<file path="src/rtl/core/four_sum_quadruple_search_top_assert.svh">
// assertion macros for the quadruple search block
`ifndef FOUR_SUM_QUADRUPLE_SEARCH_TOP_ASSERT_SVH
`define FOUR_SUM_QUADRUPLE_SEARCH_TOP_ASSERT_SVH

// same-cycle implication
`define FSQ_ASSERT_NOW(label, ante, cons, msg) \
   label: assert property (@(posedge clock) disable iff (reset) (ante) |-> (cons)) \
      else $error(msg);

// next-cycle implication
`define FSQ_ASSERT_NEXT(label, ante, cons, msg) \
   label: assert property (@(posedge clock) disable iff (reset) (ante) |=> (cons)) \
      else $error(msg);

`endif

</file>
<file path="src/rtl/core/fsq_pkg.sv">
`default_nettype none
package fsq_pkg;

   localparam logic [1:0] REQ_LOAD  = 2'd0;
   localparam logic [1:0] REQ_FETCH = 2'd1;
   localparam logic [1:0] REQ_CLEAR = 2'd2;

   typedef enum logic [4:0] {
      OP_NONE,
      OP_LOAD,
      OP_CLEAR,
      OP_SORT_INIT,
      OP_KEY_CAP,
      OP_SHIFT,
      OP_KEY_WR,
      OP_SRCH_INIT,
      OP_INC_I,
      OP_ADV_I,
      OP_INC_J,
      OP_ADV_J,
      OP_INC_L,
      OP_DEC_R,
      OP_FIN,
      OP_SUM,
      OP_OUT_HIT,
      OP_OUT_MISS
   } dp_op_type;

   typedef enum logic [3:0] {
      RSEL_A,
      RSEL_P1,
      RSEL_I,
      RSEL_I1,
      RSEL_J,
      RSEL_J1,
      RSEL_L,
      RSEL_L1,
      RSEL_R,
      RSEL_R1
   } rsel_type;

   typedef enum logic [2:0] {
      CAP_NONE,
      CAP_I,
      CAP_J,
      CAP_L,
      CAP_R,
      CAP_T
   } cap_type;

   typedef struct packed {
      dp_op_type op;
      rsel_type  rsel;
      cap_type   cap;
      logic      csr_we;
   } cmd_type;

   typedef struct packed {
      logic a_lt_n;
      logic p_nz;
      logic tmp_gt_key;
      logic i3_ge_n;
      logic j2_ge_n;
      logic l_lt_r;
      logic i1_lt_n;
      logic j1_lt_n;
      logic eq_it;
      logic eq_jt;
      logic eq_lt;
      logic eq_rt;
      logic sum_eq;
      logic sum_gt;
   } sts_type;

endpackage
`default_nettype wire

</file>
<file path="src/rtl/core/fsq_ram.sv">
`default_nettype none
module fsq_ram #(
   parameter int WIDTH = 32,
   parameter int DEPTH = 64
) (
   input  wire logic                     clock,
   input  wire logic                     wr_en,
   input  wire logic [$clog2(DEPTH)-1:0] wr_addr,
   input  wire logic [WIDTH-1:0]         wr_data,
   input  wire logic [$clog2(DEPTH)-1:0] rd_addr,
   output logic      [WIDTH-1:0]         rd_data
);

   logic [WIDTH-1:0] mem_ff [DEPTH];
   logic [WIDTH-1:0] rd_data_ff;

   always_ff @(posedge clock) begin
      if (wr_en) begin
         mem_ff[wr_addr] <= wr_data;
      end
      rd_data_ff <= mem_ff[rd_addr];
   end

   assign rd_data = rd_data_ff;

endmodule
`default_nettype wire

</file>
<file path="src/rtl/core/fsq_dp.sv">
`default_nettype none
module fsq_dp #(
   parameter int MAX_VALUES = 64
) (
   input  wire logic                 clock,
   input  wire logic                 reset,
   input  wire fsq_pkg::cmd_type     cmd,
   output fsq_pkg::sts_type          sts,
   input  wire logic signed [31:0]   req_value,
   input  wire logic signed [31:0]   csr_target_sum,
   output logic                      rsp_found,
   output logic signed [31:0]        rsp_first_value,
   output logic signed [31:0]        rsp_second_value,
   output logic signed [31:0]        rsp_third_value,
   output logic signed [31:0]        rsp_fourth_value,
   output logic                      rsp_no_more,
   output logic                      rsp_overflowed
);
   import fsq_pkg::*;

   localparam int IW = $clog2(MAX_VALUES);
   localparam int CW = $clog2(MAX_VALUES + 1);
   localparam int XW = CW + 2;
   localparam logic [CW-1:0] MAXC = CW'(MAX_VALUES);

   logic [CW-1:0] count_ff, count_in;
   logic          drop_ff, drop_in;
   logic signed [31:0] target_ff, target_in;
   logic [CW-1:0] a_ff, a_in, p_ff, p_in;
   logic [XW-1:0] i_ff, i_in, j_ff, j_in, l_ff, l_in, r_ff, r_in;
   logic signed [31:0] vi_ff, vi_in, vj_ff, vj_in, vl_ff, vl_in, vr_ff, vr_in;
   logic signed [31:0] tmp_ff, tmp_in, key_ff, key_in;
   logic signed [33:0] sum_ff, sum_in;
   logic               o_found_ff, o_found_in, o_nm_ff, o_nm_in, o_ovf_ff, o_ovf_in;
   logic signed [31:0] o0_ff, o0_in, o1_ff, o1_in, o2_ff, o2_in, o3_ff, o3_in;

   logic [XW-1:0] nx, addr_full;
   logic          wr_en;
   logic [IW-1:0] wr_addr;
   logic [31:0]   wr_data, rd_data;
   logic signed [33:0] tgt34;

   assign nx    = XW'(count_ff);
   assign tgt34 = 34'(target_ff);

   always_comb begin
      case (cmd.rsel)
         RSEL_A:  addr_full = XW'(a_ff);
         RSEL_P1: addr_full = XW'(p_ff) - XW'(1);
         RSEL_I:  addr_full = i_ff;
         RSEL_I1: addr_full = i_ff + XW'(1);
         RSEL_J:  addr_full = j_ff;
         RSEL_J1: addr_full = j_ff + XW'(1);
         RSEL_L:  addr_full = l_ff;
         RSEL_L1: addr_full = l_ff + XW'(1);
         RSEL_R:  addr_full = r_ff;
         RSEL_R1: addr_full = r_ff - XW'(1);
         default: addr_full = '0;
      endcase
   end

   always_comb begin
      wr_en   = 1'b0;
      wr_addr = p_ff[IW-1:0];
      wr_data = tmp_ff;
      case (cmd.op)
         OP_LOAD: begin
            wr_en   = (count_ff < MAXC);
            wr_addr = count_ff[IW-1:0];
            wr_data = req_value;
         end
         OP_SHIFT: begin
            wr_en = 1'b1;
         end
         OP_KEY_WR: begin
            wr_en   = 1'b1;
            wr_data = key_ff;
         end
         default: wr_en = 1'b0;
      endcase
   end

   fsq_ram #(
      .WIDTH (32),
      .DEPTH (MAX_VALUES)
   ) u_store (
      .clock   (clock),
      .wr_en   (wr_en),
      .wr_addr (wr_addr),
      .wr_data (wr_data),
      .rd_addr (addr_full[IW-1:0]),
      .rd_data (rd_data)
   );

   always_comb begin
      count_in = count_ff;
      drop_in  = drop_ff;
      target_in = cmd.csr_we ? csr_target_sum : target_ff;
      a_in = a_ff; p_in = p_ff;
      i_in = i_ff; j_in = j_ff; l_in = l_ff; r_in = r_ff;
      vi_in = vi_ff; vj_in = vj_ff; vl_in = vl_ff; vr_in = vr_ff;
      tmp_in = tmp_ff; key_in = key_ff;
      sum_in = sum_ff;
      o_found_in = o_found_ff; o_nm_in = o_nm_ff; o_ovf_in = o_ovf_ff;
      o0_in = o0_ff; o1_in = o1_ff; o2_in = o2_ff; o3_in = o3_ff;

      case (cmd.cap)
         CAP_I:   vi_in  = rd_data;
         CAP_J:   vj_in  = rd_data;
         CAP_L:   vl_in  = rd_data;
         CAP_R:   vr_in  = rd_data;
         CAP_T:   tmp_in = rd_data;
         default: tmp_in = tmp_ff;
      endcase

      case (cmd.op)
         OP_LOAD: begin
            if (count_ff < MAXC) begin
               count_in = count_ff + CW'(1);
            end else begin
               drop_in = 1'b1;
            end
         end
         OP_CLEAR: begin
            count_in = '0;
            drop_in  = 1'b0;
         end
         OP_SORT_INIT: a_in = CW'(1);
         OP_KEY_CAP: begin
            key_in = rd_data;
            p_in   = a_ff;
         end
         OP_SHIFT:  p_in = p_ff - CW'(1);
         OP_KEY_WR: a_in = a_ff + CW'(1);
         OP_SRCH_INIT: begin
            i_in = '0;
            j_in = XW'(1);
            l_in = XW'(2);
            r_in = nx - XW'(1);
         end
         OP_INC_I: i_in = i_ff + XW'(1);
         OP_ADV_I: begin
            i_in = i_ff + XW'(1);
            j_in = i_ff + XW'(2);
            l_in = i_ff + XW'(3);
            r_in = nx - XW'(1);
         end
         OP_INC_J: j_in = j_ff + XW'(1);
         OP_ADV_J: begin
            j_in = j_ff + XW'(1);
            l_in = j_ff + XW'(2);
            r_in = nx - XW'(1);
         end
         OP_INC_L: l_in = l_ff + XW'(1);
         OP_DEC_R: r_in = r_ff - XW'(1);
         OP_FIN: begin
            l_in = l_ff + XW'(1);
            r_in = r_ff - XW'(1);
         end
         OP_SUM: sum_in = 34'(vi_ff) + 34'(vj_ff) + 34'(vl_ff) + 34'(vr_ff);
         OP_OUT_HIT: begin
            o_found_in = 1'b1;
            o_nm_in    = 1'b0;
            o_ovf_in   = drop_ff;
            o0_in = vi_ff; o1_in = vj_ff; o2_in = vl_ff; o3_in = vr_ff;
         end
         OP_OUT_MISS: begin
            o_found_in = 1'b0;
            o_nm_in    = 1'b1;
            o_ovf_in   = drop_ff;
            o0_in = '0; o1_in = '0; o2_in = '0; o3_in = '0;
         end
         default: count_in = count_ff;
      endcase
   end

   always_ff @(posedge clock) begin
      if (reset) begin
         count_ff  <= '0;
         drop_ff   <= 1'b0;
         target_ff <= '0;
      end else begin
         count_ff  <= count_in;
         drop_ff   <= drop_in;
         target_ff <= target_in;
      end
      a_ff <= a_in; p_ff <= p_in;
      i_ff <= i_in; j_ff <= j_in; l_ff <= l_in; r_ff <= r_in;
      vi_ff <= vi_in; vj_ff <= vj_in; vl_ff <= vl_in; vr_ff <= vr_in;
      tmp_ff <= tmp_in; key_ff <= key_in;
      sum_ff <= sum_in;
      o_found_ff <= o_found_in; o_nm_ff <= o_nm_in; o_ovf_ff <= o_ovf_in;
      o0_ff <= o0_in; o1_ff <= o1_in; o2_ff <= o2_in; o3_ff <= o3_in;
   end

   always_comb begin
      sts.a_lt_n     = (a_ff < count_ff);
      sts.p_nz       = (p_ff != '0);
      sts.tmp_gt_key = (tmp_ff > key_ff);
      sts.i3_ge_n    = (i_ff + XW'(3) >= nx);
      sts.j2_ge_n    = (j_ff + XW'(2) >= nx);
      sts.l_lt_r     = (l_ff < r_ff);
      sts.i1_lt_n    = (i_ff + XW'(1) < nx);
      sts.j1_lt_n    = (j_ff + XW'(1) < nx);
      sts.eq_it      = (vi_ff == tmp_ff);
      sts.eq_jt      = (vj_ff == tmp_ff);
      sts.eq_lt      = (vl_ff == tmp_ff);
      sts.eq_rt      = (vr_ff == tmp_ff);
      sts.sum_eq     = (sum_ff == tgt34);
      sts.sum_gt     = (sum_ff > tgt34);
   end

   assign rsp_found        = o_found_ff;
   assign rsp_first_value  = o0_ff;
   assign rsp_second_value = o1_ff;
   assign rsp_third_value  = o2_ff;
   assign rsp_fourth_value = o3_ff;
   assign rsp_no_more      = o_nm_ff;
   assign rsp_overflowed   = o_ovf_ff;

endmodule
`default_nettype wire

</file>
<file path="src/rtl/core/fsq_ctrl.sv">
`default_nettype none
module fsq_ctrl (
   input  wire logic             clock,
   input  wire logic             reset,
   input  wire logic             req_valid,
   input  wire logic [1:0]       req_type,
   output logic                  req_stall,
   output logic                  rsp_valid,
   input  wire logic             rsp_stall,
   input  wire logic             csr_valid,
   output logic                  csr_ready,
   output fsq_pkg::cmd_type      cmd,
   input  wire fsq_pkg::sts_type sts
);
   import fsq_pkg::*;

   typedef enum logic [1:0] {
      PH_LOADING,
      PH_SEARCH,
      PH_DONE
   } phase_type;

   typedef enum logic [5:0] {
      ST_IDLE,
      ST_S_INIT, ST_S_A, ST_S_KEY, ST_S_P, ST_S_PCAP, ST_S_PTST, ST_S_WK,
      ST_W_TOP,
      ST_IS_RD, ST_IS_CAP, ST_IS_CHK, ST_IS_TMP, ST_IS_TST,
      ST_JS_RD, ST_JS_CAP, ST_JS_CHK, ST_JS_TMP, ST_JS_TST,
      ST_E_RI, ST_E_RJ, ST_E_RL, ST_E_RR, ST_E_CR, ST_E_SUM, ST_E_CMP,
      ST_M_CHK_L, ST_M_TMP_L, ST_M_TST_L, ST_M_CHK_R, ST_M_TMP_R, ST_M_TST_R,
      ST_M_FIN,
      ST_R_HIT, ST_R_MISS
   } state_type;

   state_type state_ff, state_in;
   phase_type phase_ff, phase_in;
   logic      rsp_valid_ff, rsp_valid_in;
   logic      slot_free;

   assign slot_free = !rsp_valid_ff || !rsp_stall;
   assign req_stall = (state_ff != ST_IDLE);
   // a target write never shares an edge with a request
   assign csr_ready = (state_ff == ST_IDLE) && !req_valid;
   assign rsp_valid = rsp_valid_ff;

   always_comb begin
      state_in     = state_ff;
      phase_in     = phase_ff;
      rsp_valid_in = rsp_valid_ff && rsp_stall;
      cmd          = '{op: OP_NONE, rsel: RSEL_A, cap: CAP_NONE, csr_we: 1'b0};

      case (state_ff)
         ST_IDLE: begin
            if (req_valid) begin
               case (req_type)
                  REQ_LOAD: begin
                     cmd.op   = OP_LOAD;
                     phase_in = PH_LOADING;
                  end
                  REQ_CLEAR: begin
                     cmd.op   = OP_CLEAR;
                     phase_in = PH_LOADING;
                  end
                  REQ_FETCH: begin
                     case (phase_ff)
                        PH_LOADING: state_in = ST_S_INIT;
                        PH_SEARCH:  state_in = ST_W_TOP;
                        default:    state_in = ST_R_MISS;
                     endcase
                  end
                  default: state_in = ST_IDLE;
               endcase
            end else if (csr_valid) begin
               cmd.csr_we = 1'b1;
               phase_in   = PH_LOADING;
            end
         end

         // insertion sort, one ram access a cycle
         ST_S_INIT: begin
            cmd.op   = OP_SORT_INIT;
            state_in = ST_S_A;
         end
         ST_S_A: begin
            if (sts.a_lt_n) begin
               cmd.rsel = RSEL_A;
               state_in = ST_S_KEY;
            end else begin
               cmd.op   = OP_SRCH_INIT;
               phase_in = PH_SEARCH;
               state_in = ST_W_TOP;
            end
         end
         ST_S_KEY: begin
            cmd.op   = OP_KEY_CAP;
            state_in = ST_S_P;
         end
         ST_S_P: begin
            if (sts.p_nz) begin
               cmd.rsel = RSEL_P1;
               state_in = ST_S_PCAP;
            end else begin
               state_in = ST_S_WK;
            end
         end
         ST_S_PCAP: begin
            cmd.cap  = CAP_T;
            state_in = ST_S_PTST;
         end
         ST_S_PTST: begin
            if (sts.tmp_gt_key) begin
               cmd.op   = OP_SHIFT;
               state_in = ST_S_P;
            end else begin
               state_in = ST_S_WK;
            end
         end
         ST_S_WK: begin
            cmd.op   = OP_KEY_WR;
            state_in = ST_S_A;
         end

         ST_W_TOP: begin
            if (sts.i3_ge_n) begin
               phase_in = PH_DONE;
               state_in = ST_R_MISS;
            end else if (sts.j2_ge_n) begin
               state_in = ST_IS_RD;
            end else if (sts.l_lt_r) begin
               state_in = ST_E_RI;
            end else begin
               state_in = ST_JS_RD;
            end
         end

         // skip equal outer values
         ST_IS_RD: begin
            cmd.rsel = RSEL_I;
            state_in = ST_IS_CAP;
         end
         ST_IS_CAP: begin
            cmd.cap  = CAP_I;
            state_in = ST_IS_CHK;
         end
         ST_IS_CHK: begin
            if (sts.i1_lt_n) begin
               cmd.rsel = RSEL_I1;
               state_in = ST_IS_TMP;
            end else begin
               cmd.op   = OP_ADV_I;
               state_in = ST_W_TOP;
            end
         end
         ST_IS_TMP: begin
            cmd.cap  = CAP_T;
            state_in = ST_IS_TST;
         end
         ST_IS_TST: begin
            if (sts.eq_it) begin
               cmd.op   = OP_INC_I;
               state_in = ST_IS_CHK;
            end else begin
               cmd.op   = OP_ADV_I;
               state_in = ST_W_TOP;
            end
         end

         // skip equal second values
         ST_JS_RD: begin
            cmd.rsel = RSEL_J;
            state_in = ST_JS_CAP;
         end
         ST_JS_CAP: begin
            cmd.cap  = CAP_J;
            state_in = ST_JS_CHK;
         end
         ST_JS_CHK: begin
            if (sts.j1_lt_n) begin
               cmd.rsel = RSEL_J1;
               state_in = ST_JS_TMP;
            end else begin
               cmd.op   = OP_ADV_J;
               state_in = ST_W_TOP;
            end
         end
         ST_JS_TMP: begin
            cmd.cap  = CAP_T;
            state_in = ST_JS_TST;
         end
         ST_JS_TST: begin
            if (sts.eq_jt) begin
               cmd.op   = OP_INC_J;
               state_in = ST_JS_CHK;
            end else begin
               cmd.op   = OP_ADV_J;
               state_in = ST_W_TOP;
            end
         end

         // fetch four members back to back, each capture in the state after its address
         ST_E_RI: begin
            cmd.rsel = RSEL_I;
            state_in = ST_E_RJ;
         end
         ST_E_RJ: begin
            cmd.rsel = RSEL_J;
            cmd.cap  = CAP_I;
            state_in = ST_E_RL;
         end
         ST_E_RL: begin
            cmd.rsel = RSEL_L;
            cmd.cap  = CAP_J;
            state_in = ST_E_RR;
         end
         ST_E_RR: begin
            cmd.rsel = RSEL_R;
            cmd.cap  = CAP_L;
            state_in = ST_E_CR;
         end
         ST_E_CR: begin
            cmd.cap  = CAP_R;
            state_in = ST_E_SUM;
         end
         ST_E_SUM: begin
            cmd.op   = OP_SUM;
            state_in = ST_E_CMP;
         end
         ST_E_CMP: begin
            if (sts.sum_eq) begin
               state_in = ST_M_CHK_L;
            end else if (sts.sum_gt) begin
               cmd.op   = OP_DEC_R;
               state_in = ST_W_TOP;
            end else begin
               cmd.op   = OP_INC_L;
               state_in = ST_W_TOP;
            end
         end

         // after a match, step both pointers past duplicates
         ST_M_CHK_L: begin
            if (sts.l_lt_r) begin
               cmd.rsel = RSEL_L1;
               state_in = ST_M_TMP_L;
            end else begin
               state_in = ST_M_CHK_R;
            end
         end
         ST_M_TMP_L: begin
            cmd.cap  = CAP_T;
            state_in = ST_M_TST_L;
         end
         ST_M_TST_L: begin
            if (sts.eq_lt) begin
               cmd.op   = OP_INC_L;
               state_in = ST_M_CHK_L;
            end else begin
               state_in = ST_M_CHK_R;
            end
         end
         ST_M_CHK_R: begin
            if (sts.l_lt_r) begin
               cmd.rsel = RSEL_R1;
               state_in = ST_M_TMP_R;
            end else begin
               state_in = ST_M_FIN;
            end
         end
         ST_M_TMP_R: begin
            cmd.cap  = CAP_T;
            state_in = ST_M_TST_R;
         end
         ST_M_TST_R: begin
            if (sts.eq_rt) begin
               cmd.op   = OP_DEC_R;
               state_in = ST_M_CHK_R;
            end else begin
               state_in = ST_M_FIN;
            end
         end
         ST_M_FIN: begin
            cmd.op   = OP_FIN;
            state_in = ST_R_HIT;
         end

         ST_R_HIT: begin
            if (slot_free) begin
               cmd.op       = OP_OUT_HIT;
               rsp_valid_in = 1'b1;
               state_in     = ST_IDLE;
            end
         end
         ST_R_MISS: begin
            if (slot_free) begin
               cmd.op       = OP_OUT_MISS;
               rsp_valid_in = 1'b1;
               state_in     = ST_IDLE;
            end
         end
         default: state_in = ST_IDLE;
      endcase
   end

   always_ff @(posedge clock) begin
      if (reset) begin
         state_ff     <= ST_IDLE;
         phase_ff     <= PH_LOADING;
         rsp_valid_ff <= 1'b0;
      end else begin
         state_ff     <= state_in;
         phase_ff     <= phase_in;
         rsp_valid_ff <= rsp_valid_in;
      end
   end

endmodule
`default_nettype wire

</file>
<file path="src/rtl/core/four_sum_quadruple_search_top.sv">
`default_nettype none
// channel  direction  handshake                     payload
// req      in         req_valid / req_stall         req_type, req_value
// rsp      out        rsp_valid / rsp_stall         found, four values, no_more, overflowed
// csr      in         csr_valid / csr_ready         csr_target_sum
//
// load and clear are done in the idle state; one item at a time.
// the first fetch after a load, clear or target write runs an insertion sort over the
// store (one read port, one write port); each element move reads, captures, tests, shifts.
// each fetch then walks pointers, bounded by n*n*n/6 probes; a probe reads the four
// members, sums and compares them. a target write waits for an idle block.
// reset is synchronous; the store is not cleared. a held rsp word only delays the next.
module four_sum_quadruple_search_top #(
   parameter int MAX_VALUES = 64
) (
   input  wire logic               clock,
   input  wire logic               reset,
   input  wire logic               req_valid,
   output logic                    req_stall,
   input  wire logic [1:0]         req_type,
   input  wire logic signed [31:0] req_value,
   output logic                    rsp_valid,
   input  wire logic               rsp_stall,
   output logic                    rsp_found,
   output logic signed [31:0]      rsp_first_value,
   output logic signed [31:0]      rsp_second_value,
   output logic signed [31:0]      rsp_third_value,
   output logic signed [31:0]      rsp_fourth_value,
   output logic                    rsp_no_more,
   output logic                    rsp_overflowed,
   input  wire logic               csr_valid,
   output logic                    csr_ready,
   input  wire logic signed [31:0] csr_target_sum
);
   import fsq_pkg::*;

   cmd_type cmd;
   sts_type sts;

   fsq_ctrl u_ctrl (
      .clock     (clock),
      .reset     (reset),
      .req_valid (req_valid),
      .req_type  (req_type),
      .req_stall (req_stall),
      .rsp_valid (rsp_valid),
      .rsp_stall (rsp_stall),
      .csr_valid (csr_valid),
      .csr_ready (csr_ready),
      .cmd       (cmd),
      .sts       (sts)
   );

   fsq_dp #(
      .MAX_VALUES (MAX_VALUES)
   ) u_dp (
      .clock            (clock),
      .reset            (reset),
      .cmd              (cmd),
      .sts              (sts),
      .req_value        (req_value),
      .csr_target_sum   (csr_target_sum),
      .rsp_found        (rsp_found),
      .rsp_first_value  (rsp_first_value),
      .rsp_second_value (rsp_second_value),
      .rsp_third_value  (rsp_third_value),
      .rsp_fourth_value (rsp_fourth_value),
      .rsp_no_more      (rsp_no_more),
      .rsp_overflowed   (rsp_overflowed)
   );

`include "four_sum_quadruple_search_top_assert.svh"

   `FSQ_ASSERT_NOW(a_hit_not_last, rsp_valid && rsp_found, !rsp_no_more, "hit marked last")
   `FSQ_ASSERT_NOW(a_miss_last, rsp_valid && !rsp_found, rsp_no_more, "miss not last")
   `FSQ_ASSERT_NOW(a_miss_zero, rsp_valid && !rsp_found, rsp_first_value == '0, "miss not zero")
   `FSQ_ASSERT_NEXT(a_fetch, req_valid && !req_stall && req_type == REQ_FETCH, req_stall, "fetch idle")

endmodule
`default_nettype wire
</file>
<file path="config.mk">
export PLATFORM = sky130hd
export DESIGN_NAME = four_sum_quadruple_search_top
export DESIGN_NICKNAME = d
export VERILOG_FILES = /design/src/rtl/core/fsq_pkg.sv /design/src/rtl/core/fsq_ram.sv /design/src/rtl/core/fsq_dp.sv /design/src/rtl/core/fsq_ctrl.sv /design/src/rtl/core/four_sum_quadruple_search_top.sv
export VERILOG_INCLUDE_DIRS = /design/src /design/src/rtl/core
export SDC_FILE = /design/constraint.sdc
export NUM_CORES = 2
export LEC_CHECK = 0
export ABC_AREA = 1
export BUFFER_PORTS_ARGS = -buffer_cell sky130_fd_sc_hd__buf_2
export CAP_MARGIN = 10
export CORE_MARGIN = 1.5
export CORE_UTILIZATION = 43
export DETAILED_ROUTE_END_ITERATION = 10
export GPL_TIMING_DRIVEN = 0
export PLACE_DENSITY = 0.61
export SLEW_MARGIN = 5
export SYNTH_ARGS = -nofsm -noshare
export SYNTH_HDL_FRONTEND = slang
export SYNTH_SLANG_ARGS = --single-unit
</file>
<file path="constraint.sdc">
create_clock -name clock -period 9.5 [get_ports clock]
set_input_delay 2.375 -clock clock [delete_from_list [all_inputs] [get_ports clock]]
set_output_delay 2.375 -clock clock [all_outputs]
set_load 0.005 [all_outputs]
</file>
After elaboration in Yosys (flattened, before gate mapping)
Memory sizes are Yosys's and may differ from the RTL's. A register that Yosys moved wholly into a read port is not among the register bits.
Cells that the tools add are included.
{"block": "totals", "output_inout_bits": 134, "input_bits": 71, "ff_bits": 456, "ram_bits": 2048, "word_cells": 248, "n_memories": 1}
{"block": "classes", "n_eq_ne": 82, "add_sub_neg": 15, "n_reduce_logical": 40, "muxes": 75, "magnitude_cmp": 9}
{"name": "u_dp.u_store.mem_ff", "words": 64, "word_bits": 32, "read_ports": 1, "rd_clocked_by_memory_dff": 1, "write_ports": 1, "line": "fsq_ram.sv:14", "source": "logic [WIDTH-1:0] mem_ff [DEPTH];"}
{"cell": "$pmux 32 s2", "count": 5}
{"cell": "$pmux 6 s33", "count": 1}
{"cell": "$eq 32x32->1", "count": 4}
{"cell": "$eq 6x5->1 const B", "count": 16}
{"cell": "$pmux 5 s17", "count": 1}
{"cell": "$pmux 6 s10", "count": 1}
{"cell": "$eq 6x4->1 const B", "count": 8}
{"cell": "$mux 6", "count": 7}
{"cell": "$pmux 7 s2", "count": 3}
{"cell": "$eq 5x4->1 const B", "count": 8}
{"cell": "$mux 5", "count": 8}
{"cell": "$pmux 4 s9", "count": 1}
{"cell": "$pmux 9 s2", "count": 2}
{"cell": "$pmux 9 s4", "count": 1}
{"cell": "$add 33x32->34", "count": 1}
{"cell": "$add 34x32->34", "count": 1}
{"cell": "$eq 34x32->1", "count": 1}
{"cell": "$gt 34x32->1", "count": 1}
{"cell": "$add 32x32->33", "count": 1}
{"cell": "$gt 32x32->1", "count": 1}
{"cell": "$add 9x1->9 const B", "count": 3}
{"cell": "$add 9x2->9 const B", "count": 3}
{"cell": "$pmux 9 s3", "count": 1}
{"cell": "$reduce_or 2->1", "count": 13}
{"cell": "other kinds (56)", "count": 129}

Depth between registers and ports, before layout
{"block": "logic_depth", "word_depth": 9, "depth_mapped": 28, "mapped_depth_nobuf": 25}

Hierarchy
Synthesis repeated with hierarchy kept, for this count alone.
{"block": "hier_totals", "hier_cells": 9738, "area_unflattened_um2": 109869.1}
{"mod": "fsq_ram", "area_per_inst_um2": 82740.6, "n_inst": 1, "cells_per_inst": 6770, "seq_area_each_um2": 62139.6}
{"mod": "fsq_dp", "area_per_inst_um2": 25768.5, "n_inst": 1, "cells_per_inst": 2700, "seq_area_each_um2": 13022.5}
{"mod": "fsq_ctrl", "area_per_inst_um2": 1360.1, "n_inst": 1, "cells_per_inst": 268, "seq_area_each_um2": 180.2}

Worst setup path before layout
No wires, ideal clock.
{"block": "synth_timing", "path_type": "input to register", "from": "input port rsp_stall", "to": "register u_dp.o0_ff[0], in the netlist u_dp.rsp_first_value[0] (enable)", "n_path_buf": 0, "cell_stages": 3, "slack_ps": 954, "arrival_time_ps": 7922, "path_cell_list": "nand2_1 > inv_1 > nor2_1"}
{"block": "synth_via", "elab_chain_len": 6}
{"element": "start, declared", "line": "four_sum_quadruple_search_top.sv:23", "source": "input wire logic rsp_stall,"}
{"element": "$logic_not 1->1 (*)", "line": "fsq_ctrl.sv:40", "source": "assign slot_free = !rsp_valid_ff || !rsp_stall;"}
{"element": "$logic_or 1x1->1 (*)", "line": "fsq_ctrl.sv:40"}
{"element": "$mux 5 (on tied branches)", "line": "fsq_ctrl.sv:294, fsq_ctrl.sv:287"}
{"element": "$pmux 5 s17 (*)", "line": "fsq_ctrl.sv:52", "source": "case (state_ff)"}
{"element": "$eq 5x5->1", "line": "fsq_dp.sv:116", "source": "case (cmd.op)"}
{"element": "$reduce_bool 2->1 (no source line) (*)"}
{"element": "end signal, assigned", "line": "fsq_dp.sv:193", "source": "o0_ff <= o0_in; o1_ff <= o1_in; o2_ff <= o2_in; o3_ff <= o3_in;"}
{"element": "end, declared", "line": "fsq_dp.sv:35", "source": "logic signed [31:0] o0_ff, o0_in, o1_ff, o1_in, o2_ff, o2_in, o3_ff, o3_in;"}
Mark *: on every way between the ends. The rest lies on a longest branch, timed or not.
A chain may end at the register's enable or synchronous reset.

Final worst setup path
{"block": "layout_timing", "from": "register u_dp.j_ff[2]", "to": "register u_dp.u_store.rd_data_ff[30], in the netlist u_dp.u_store.rd_data[30], read port of u_dp.u_store.mem_ff"}
{"block": "layout_via", "elab_chain_len": 6}
{"element": "start, declared", "line": "fsq_dp.sv:30", "source": "logic [XW-1:0] i_ff, i_in, j_ff, j_in, l_ff, l_in, r_ff, r_in;"}
{"element": "start signal, assigned", "line": "fsq_dp.sv:188", "source": "i_ff <= i_in; j_ff <= j_in; l_ff <= l_in; r_ff <= r_in;"}
{"element": "$add 9x1->9", "line": "fsq_dp.sv:53", "source": "RSEL_J1: addr_full = j_ff + XW'(1);"}
{"element": "$lt 9x7->1", "line": "fsq_dp.sv:204", "source": "sts.j1_lt_n = (j_ff + XW'(1) < nx);"}
{"element": "$mux 3", "line": "fsq_ctrl.sv:178", "source": "if (sts.j1_lt_n) begin"}
{"element": "$pmux 4 s9", "line": "fsq_ctrl.sv:52"}
{"element": "$eq 4x4->1 (tied with other cells)", "line": "fsq_dp.sv:47", "source": "case (cmd.rsel)"}
{"element": "$pmux 6 s10 (*)", "line": "fsq_dp.sv:47"}
{"element": "end, declared", "line": "fsq_ram.sv:15", "source": "logic [WIDTH-1:0] rd_data_ff;"}
Marks and branches as above.

==> impl_metrics.toml <==
[drt]
ant_nets = 0
drc = 0
wirelength_um = 464000
wl_per_cell_um = 28.6
dr.pass1.iters = 7
num_vias = 95200
first_iter_violations = 16000
post_drt_via_cell_ratio = 5.86

[logic_synthesis]
synthArstFlopShare_pct = 0
synth_ff_type = "edfxtp_1"
netlist-cell-type-count = 48
synth_area_mm2 = 0.119
synth_edf_count = 2455
synth_top_family_by_area = "simple AND/OR/NAND/NOR gates"
ys_warn_count = 0
netlist_top_cells_area = "edfxtp_1 62%, nand3_1 8.7%, inv_1 7.7%"
synthSimpleGateAreaFrac_pct = 21.2
postSynthCellCount = 11600
synth_xor_area_share_pct = 0.691
synth_area_leader_cell = "edfxtp_1"
avgSynthCellArea_um2 = 10.3
netlist.area_leader.share_pct = 61.9
synthMuxAreaShare_pct = 0
synthesis.nets = 11900
synth_adder_area_share_pct = 2.69
synth_compound_area_share_pct = 1.73
ys_seq_elements = 2536
ys_seq_area_share_pct = 63.2

[cells_and_area]
fin_nets = 12600
final_core_util_pct = 50.5
drive_gt1_share_pct = 10.7
syn2layout_area_growth_pct = 16.9

[clock_network]
cts_tree = "yes"
cts-htree-levels = 5
cts_buffers = 292
ctsResizeCount = 0
cts_setup_buffers = 0
cts.root.buffer_cell = "clkbuf_16"
postCtsHoldBufs = 0
cts_buffer_depth = 4
worstSkewPairLatency_ns = 0.98
clkTransAtPathRegs_ns = 0.06
clock-sinks = 2536

[sta]
final.setup.worst_slack_ns = 2.27
min_period_ns = 7.23
worst_pin_slew_ns = 1.44
max_freq_ghz = 0.138
finalHoldViolCount = 0
fin_hold_ws_ns = 0.462
finClkSkew_ns = 0.0953
finalSetupViolations = 0
fin_crit_sh_pct = 76.1
rsz0062_at_grt = "no"
slew_headroom_pct = 4.05
maxSlewViolCount = 0

[power]
clkPwrFrac_pct = 45.2
p_int_w = 0.0187
switchingPower_w = 0.00527
pwr-share-comb_pct = 3.7
vdd_drop_max_v = 0.000170
cellPowerDensity_mw_per_mm2 = 172
leakage_nw = 57.9
switching_share_pct = 22.0
p_seq_share_pct = 51.0

[place]
place_ws_ns = 2.65
place_congestion = 1.04
portBuffers = 203
place_hpwl_um = 340000

[hold_path]
hold_path_class = "reg -> reg"

[setup_path]
worstPathArrival_ns = 7.95
worst-endpoint-required_ns = 10.22
start_kind = "register"
criticalPathCategory = "reg -> reg"
cp-end-kind = "register"
crit_fanout = 11

[floorplan]
rows = 193
die_y_um = 529
core_area_mm2 = 0.276
initial_core_util_pct = 43.2
dieWidth_um = 529
ios = 205
die_area_mm2 = 0.280

[grt]
grt_pass1_wl_um = 642000
first_global_vias = 88400
grtUsageTotal_pct = 32.4
grt_max_degree = 35
grt_overflow = 0
antenna_found_initial = 44

[run]
maxCapViolations = 0

[status]
status = "complete, no violations"
registers in the layout (all words and copies together) (netlist names), 2 cells and up:
signal,flops
u_dp.u_store.rd_data,32
u_dp.l_ff,9
u_dp.rsp_third_value,32
u_dp.u_store.mem_ff,2048
u_dp.vr_ff,32
u_dp.i_ff,9
u_dp.rsp_second_value,32
u_dp.vl_ff,32
u_dp.rsp_first_value,32
u_dp.tmp_ff,32
u_dp.p_ff,7
u_dp.key_ff,32
u_dp.r_ff,9
u_dp.count_ff,7
u_dp.a_ff,7
u_dp.sum_ff,34
u_dp.rsp_fourth_value,32
u_dp.j_ff,9
u_dp.vj_ff,32
u_dp.target_ff,32
u_ctrl.state_ff,6
u_ctrl.phase_ff,2
u_dp.vi_ff,32
power by group through the flow:
stage / Sequential, W / Combinational, W / Clock [W]
after global routing: 0.0123 / 0.000908 / 0.0113
final: 0.0123 / 0.000899 / 0.0109
after floorplan: 0.0125 / 0.000357 / 0
after CTS: 0.0123 / 0.000852 / 0.0109
after detailed placement: 0.0125 / 0.000849 / 0
after global placement: 0.0125 / 0.000738 / 0
kinds of logic (layout without fill, tap and decap cells):
logic type | count (synthesis) | count (layout)
xor gates and xnor gates | 94 | 94
adders and majority gates | 217 | 217
DFF | 2536 | 2536
AOI/OAI and AO/OA | 356 | 356
other | 0 | 25
buffers and inverters | 3169 | 4074
and+or+nand+nor | 5246 | 5246
final timing paths:
| check | slack (ns) | cells past startpoint | endpoint | startpoint |
|---|---|---|---|---|
| worst max-delay path | 2.27 | 25 | u_dp.u_store.rd_data[30] | u_dp.j_ff[2] |
| worst min-delay path | 0.46 | 0 | u_dp.rsp_overflowed | u_dp.drop_ff |
| worst max register to register | 2.27 | 25 | u_dp.u_store.rd_data[30] | u_dp.j_ff[2] |
| worst min register to register | 0.46 | 0 | u_dp.rsp_overflowed | u_dp.drop_ff |
metal layers:
layer | share of wire [%] | GRT usage [%] | vias up
met5 | 0.062 | 0.554 | -
met4 | 7.5 | 20.7 | 10
met3 | 13 | 9.79 | 1451
met2 | 42 | 47.4 | 6769
met1 | 37 | 41.7 | 45900
li1 | - | - | 41100
cell usage in the layout, fill, tap and decap left out, types with 12 or more instances in the layout:
master	Yosys	final
a21oi_1	152	151
buf_1	54	54
buf_12	0	133
buf_16	0	56
buf_2	373	576
buf_4	4	12
buf_6	12	17
bufinv_16	0	19
clkbuf_1	267	318
clkbuf_16	0	299
clkinv_1	0	56
clkinv_2	0	37
dfxtp_1	81	81
diode_2	0	25
edfxtp_1	2455	2455
fa_1	65	65
ha_1	152	152
inv_1	2440	2440
inv_2	19	19
nand2_1	1619	1617
nand3_1	2063	2063
nand4_1	1107	1107
nor2_1	369	301
nor2_4	5	73
nor3_1	34	33
nor4_1	17	17
o211ai_1	17	17
o21ai_0	103	101
o221ai_4	0	31
xnor2_1	13	13
xor2_1	81	81
worst max-delay path, stage by stage (launching register included):
cell and delay (ns):
edfxtp_1 0.45, ha_1 0.28, nand2_1 0.10, nor2_1 0.12
xor2_1 0.33, nand2_1 0.08, o21ai_0 0.22, ha_1 0.24
a21oi_1 0.06, nand3_1 0.08, nor2_1 0.09, nand3_2 0.14
nand2_1 0.06, o21ai_1 0.07, nand2_1 0.06, nor2_1 0.94
buf_2 0.65, buf_2 0.73, buf_2 0.37, nand4_1 0.53
nand3_1 0.26, nand3_1 0.09, nand3_1 0.10, nand3_1 0.20
nand3_1 0.38, nand2_1 0.34
stage by stage:
step | instances | TNS, ns | cell area, µm² | power [W]
3_5_place_dp | 15700 | 0 | 130000 | 0.0133
3_3_place_gp | 15500 | -2700.20 | 125000 | 0.0133
6_report | 16300 | 0 | 139000 | 0.0240
5_1_grt | 16200 | 0 | 139000 | 0.0244
2_1_floorplan | 11600 | 0 | 119000 | 0.0129
4_1_cts | 16200 | 0 | 139000 | 0.0240
synthesized netlist by cell type (3+ instances only):
library cell     n
nand4_1       1107
nand2_1       1619
ha_1           152
o211ai_1        17
o21a_1           6
o21ai_0        103
nand3_2          3
nor4_1          17
buf_6           12
nor2_1         369
a21oi_1        152
edfxtp_1      2455
a31oi_1          3
o22ai_1          7
o21bai_1         3
xor2_1          81
o21ai_1          6
dfxtp_1         81
o2111ai_1        4
xnor2_1         13
clkbuf_1       267
buf_2          373
nor2_2           8
nor2_4           5
fa_1            65
inv_1         2440
o31ai_1          6
inv_2           19
o221ai_1        33
a211oi_1         3
nor3_1          34
a21o_1           8
nand3_1       2063
nor3b_1          3
buf_4            4
buf_1           54
or2_2            7
nand3b_1         3
cell type report:
class                           count  area, µm²
Antenna cell                       25       62.6
Buffer                            710       3250
Clock buffer                      365       7780
Clock inverter                    130       1140
Fill cell                       24400     137000
Inverter                         2459       9230
Multi-Input combinational cell   5913      32400
Sequential cell                  2536      75300
Tap cell                         3705       4640
Timing Repair Buffer              410       5410
Power figures use the tool's default switching activity.
